==> src/hw/rtl/mfc_pkg.sv <==
// shared types and constants of the multichannel fir convolver
// no dependencies; used by mfc_mac and multichannel_fir_convolver
`default_nettype none

package mfc_pkg;

    localparam int COEF_W   = 16;
    localparam int SUM_W    = 40;
    localparam int CHAN_W   = 3;
    localparam int INDEX_W  = 8;
    localparam int TCOUNT_W = 9;
    localparam int OUT_W    = ((CHAN_W + SUM_W + 7) / 8) * 8;

    localparam logic [TCOUNT_W-1:0] TAP_COUNT_RESET = 9'd256;

    // configuration register indexes
    localparam logic [7:0] CFG_TAP_COUNT   = 8'd0;
    localparam logic [7:0] CFG_SHARED_TAPS = 8'd1;

    // input command codes
    localparam logic CMD_SAMPLE = 1'b0;
    localparam logic CMD_LOAD   = 1'b1;

    typedef enum logic [1:0] {
        ST_IDLE,
        ST_MAC,
        ST_DRAIN,
        ST_OUT
    } state_t;

    typedef struct packed {
        logic clear;
        logic data_valid;
    } mac_ctrl_t;

endpackage

`default_nettype wire

==> src/hw/rtl/mfc_mac.sv <==
// multiply-accumulate pipeline: registered product, then 40-bit wrapping sum
// depends on mfc_pkg
`default_nettype none

module mfc_mac #(
    parameter int SAMPLE_BITS = 16
) (
    input  wire                                    clk,
    input  wire                                    rst_n,
    input  wire mfc_pkg::mac_ctrl_t                ctrl,
    input  wire logic signed [SAMPLE_BITS-1:0]     hist_data,
    input  wire logic signed [mfc_pkg::COEF_W-1:0] coef_data,
    output logic                                   busy,
    output logic signed [mfc_pkg::SUM_W-1:0]       acc
);

    localparam int PROD_W = SAMPLE_BITS + mfc_pkg::COEF_W;

    logic signed [PROD_W-1:0]         prod_reg;
    logic                             prod_valid_reg;
    logic                             prod_valid_next;
    logic signed [mfc_pkg::SUM_W-1:0] acc_reg;
    logic signed [mfc_pkg::SUM_W-1:0] acc_next;

    always_comb
    begin
        prod_valid_next = ctrl.data_valid & ~ctrl.clear;
        acc_next        = acc_reg;
        if (ctrl.clear)
        begin
            acc_next = '0;
        end
        else if (prod_valid_reg)
        begin
            acc_next = acc_reg + mfc_pkg::SUM_W'(prod_reg);
        end
    end

    always_ff @(posedge clk)
    begin
        prod_reg <= hist_data * coef_data;
        acc_reg  <= acc_next;
    end

    always_ff @(posedge clk or negedge rst_n)
    begin
        if (!rst_n)
        begin
            prod_valid_reg <= 1'b0;
        end
        else
        begin
            prod_valid_reg <= prod_valid_next;
        end
    end

    assign busy = prod_valid_reg;
    assign acc  = acc_reg;

endmodule

`default_nettype wire

==> config.mk <==
export PLATFORM = sky130hd
export DESIGN_NAME = mfc_mac
export DESIGN_NICKNAME = d
export VERILOG_FILES = /design/src/hw/rtl/mfc_pkg.sv /design/src/hw/rtl/mfc_mac.sv
export SDC_FILE = /design/constraint.sdc
export NUM_CORES = 1
export LEC_CHECK = 0
export ABC_AREA = 1
export BUFFER_PORTS_ARGS = -buffer_cell sky130_fd_sc_hd__buf_2
export CORE_ASPECT_RATIO = 1.1
export CORE_UTILIZATION = 45
export CTS_BUF_LIST = sky130_fd_sc_hd__clkbuf_8 sky130_fd_sc_hd__clkbuf_16
export DETAILED_ROUTE_END_ITERATION = 10
export GPL_TIMING_DRIVEN = 0
export PLACE_DENSITY = 0.68
export SYNTH_ARGS = -nofsm -noshare
export SYNTH_HDL_FRONTEND = slang
export SYNTH_SLANG_ARGS = --single-unit
==> constraint.sdc <==
create_clock -name clk -period 2.4 [get_ports clk]
set_input_delay 0 -clock clk [delete_from_list [all_inputs] [get_ports clk]]
set_output_delay 0 -clock clk [all_outputs]
set_load 0.05 [all_outputs]
==> results.txt <==
width of the die = 180 µm
final core utilization = 58.6%
largest net degree at the start of global routing = 15
FMAX = 211 MHz
Clk Latency, worst-skew pair = 0.36 ns
CP Launch Type = input port
Seq/Total Area, Yosys = 9.34%
Synth Cell Area = 15,700 µm²
global-route wire length before repair = 78.2 mm
max reg flops = 40
Max Cap Viol = 0
ANT nets after route = 0
Overflow after GRT = 0
met1 global-route usage = 32.7%
antenna violations before repair = 0
initial DRC count = 803
status = finished, violations left
pre-CTS setup slack = -3.26 ns
Die ar. = 35,700 µm²
Non-Filler Instances = 2,777
failing checks = negative setup slack
CTS HTree Levels = 3
Max Fanout on Critical Path = 5
Crit Path Class = input port to register
Worst EP required = 2.64 ns
Post-DP HPWL = 39.8 mm
routability congestion estimate from global placement = 0.988
EDFF count, synth = 0
fraction of layout cells with a size suffix above 1 = 25.4%
GRT Max-Usage Layer = met2
vias in the first global route = 15.1k
fraction of registers with async set/reset = 1.37%
period utilisation layout = 197%
via/cell ratio = 5.10
setup violators final = 27
FP Rows = 71
GRT Total Usage = 28.3%
synth-to-layout area growth = 27.9%
crit path DAT = 4.97 ns
cell taking the most area after synthesis = fa_1
CTS buffer count = 9
Max clock buf depth = 2
Starting Density = 45.8%
Yosys reg bits = 73
Avg Cell Area, Syn = 7.24 µm²
Root Buffer = clkbuf_16
Hold Path Class = input port to register
main flop type after synthesis = dfxtp_1
final hold vios = 0
Max Transition Viols Final = 0
Syn Nets = 2,590
placed insts = 2,656
WL final = 48.8 mm
I/O Buffers = 48
vias after detailed routing = 14.2k
most frequent cell after synthesis = inv_1
top post-synthesis cells by area = fa_1 34%, inv_1 13%, nand2_1 12%
Layout Nets = 2,754
Core Footprint = 34,300 µm²
clock sinks = 73
Clock transition at path regs = 0.07 ns
Post-synth top cells = 564 x inv_1, 523 x nand2_1, 263 x fa_1
clock skew = 0.0133 ns
GR met2 Demand/Resource = 53.6%
# DRC = 0
met3 capacity usage during global routing = 3.33%
Die Y = 198 µm
slack of the critical path = -2.33 ns
RSZ-0062 raised after global routing = true
First-pass DRT Iterations = 6
Mapped Cells = 2,170
Crit. End Element = register
Ports = 77
min Tclk post-route = 4.73 ns
CTS tree = yes
wire length per cell = 17.6 µm
Yosys warning count = 0
Worst Tran Pin Value = 0.738 ns
Synth top area share = 33.5%
Ant. Diodes = 0
worst rel slew slack = 50.8%
synth unique cells = 47
## worst max-delay path, cell delays in order
cell and delay, ns:
buf_12 0.11, clkbuf_16 0.16, nand2_8 0.07, inv_4 0.03, fa_2 0.62, buf_6 0.14, fa_1 0.45, fa_2 0.47
fa_1 0.51, fa_1 0.54, inv_2 0.05, fa_1 0.52, inv_2 0.05, ha_4 0.30, nand4_1 0.21, nor2_2 0.22
nor2_4 0.07, or2_4 0.26, nand4_1 0.10, nand2_1 0.07
## metrics by stage
| stage | cell area [µm²] | setup TNS, ns | hold slack (ns) |
|---|---|---|---|
| floorplan | 16700 | -49.88 | -0.296 |
| global placement | 17500 | -70.11 | -0.226 |
| detailed placement | 17500 | -71.29 | -0.224 |
| CTS | 19500 | -51.04 | 0.00342 |
| global route | 20100 | -55.31 | 0.0633 |
| finish | 20100 | -51.51 | 0.00478 |
## cells by family after synthesis
| group | count (synthesis) | share of synthesized area (%) |
|---|---|---|
| AND/OR/NAND/NOR | 856 | 22.9 |
| flip-flops | 73 | 9.34 |
| buffers and inverters | 637 | 15.3 |
| AO/OA/AOI/OAI | 169 | 6.50 |
| XOR/XNOR | 51 | 2.84 |
| adder cells (fa/ha/maj) | 384 | 43.2 |
## metal layers
| layer | part of all wire [%] | routed length (µm) | up-vias |
|---|---|---|---|
| met5 | 0 | 0 | - |
| met4 | 3.7 | 1800 | 0 |
| met3 | 5.0 | 2420 | 98 |
| met2 | 52 | 25400 | 430 |
| met1 | 39 | 19200 | 6954 |
| li1 | - | - | 6677 |
## timing repair
action	4_1_cts	5_1_grt
endpoints found under the setup margin	34	36
endpoints found under the hold margin	3	0
pin swaps	114	124
gates cloned	2	1
hold buffers	4	0
resized for setup	236	133
setup buffers	79	26
## final timing paths
| check | slack [ns] | endpoint | depth (start not counted) | startpoint |
|---|---|---|---|---|
| setup / recovery | -2.33 | prod_reg[29] | 20 | hist_data[15] |
| hold / removal | 0.005 | acc[29] | 4 | ctrl[1] |
| setup reg to reg | 0.16 | acc[26] | 15 | acc[0] |
| hold reg to reg | 0.51 | acc[0] | 2 | acc[0] |
| max in group asynchronous | 1.81 | busy | 3 | rst_n |
| min in group asynchronous | 0.48 | busy | 3 | rst_n |
## cell type report
type / instances / area (µm²)
Fill cell: 3105 / 14200
Clock inverter: 6 / 51.3
Timing Repair Buffer: 153 / 1200
Inverter: 565 / 2140
Sequential cell: 73 / 1470
Buffer: 72 / 1130
Clock buffer: 10 / 239
Tap cell: 438 / 548
Multi-Input combinational cell: 1460 / 13300
## cell usage in the layout (no fill, tap or decap), drive strengths merged, types with 6 or more instances in the layout
cell type  Yosys  layout
clkbuf        69      68
nor2         198     198
o21bai        13      13
nand3         63      63
fa           263     263
xor2          35      35
a21oi         74      74
nor3           8       8
xnor2         16      16
o21ai         59      59
ha           121     121
nand2        551     551
buf            3     163
a21boi         6       6
inv          565     564
dfxtp         72      72
nand4         24      24
or2            8       8
Power is left out: the tool's default activity adds up to more than one toggle a clock period on the data nets, which glitch-free logic cannot reach.
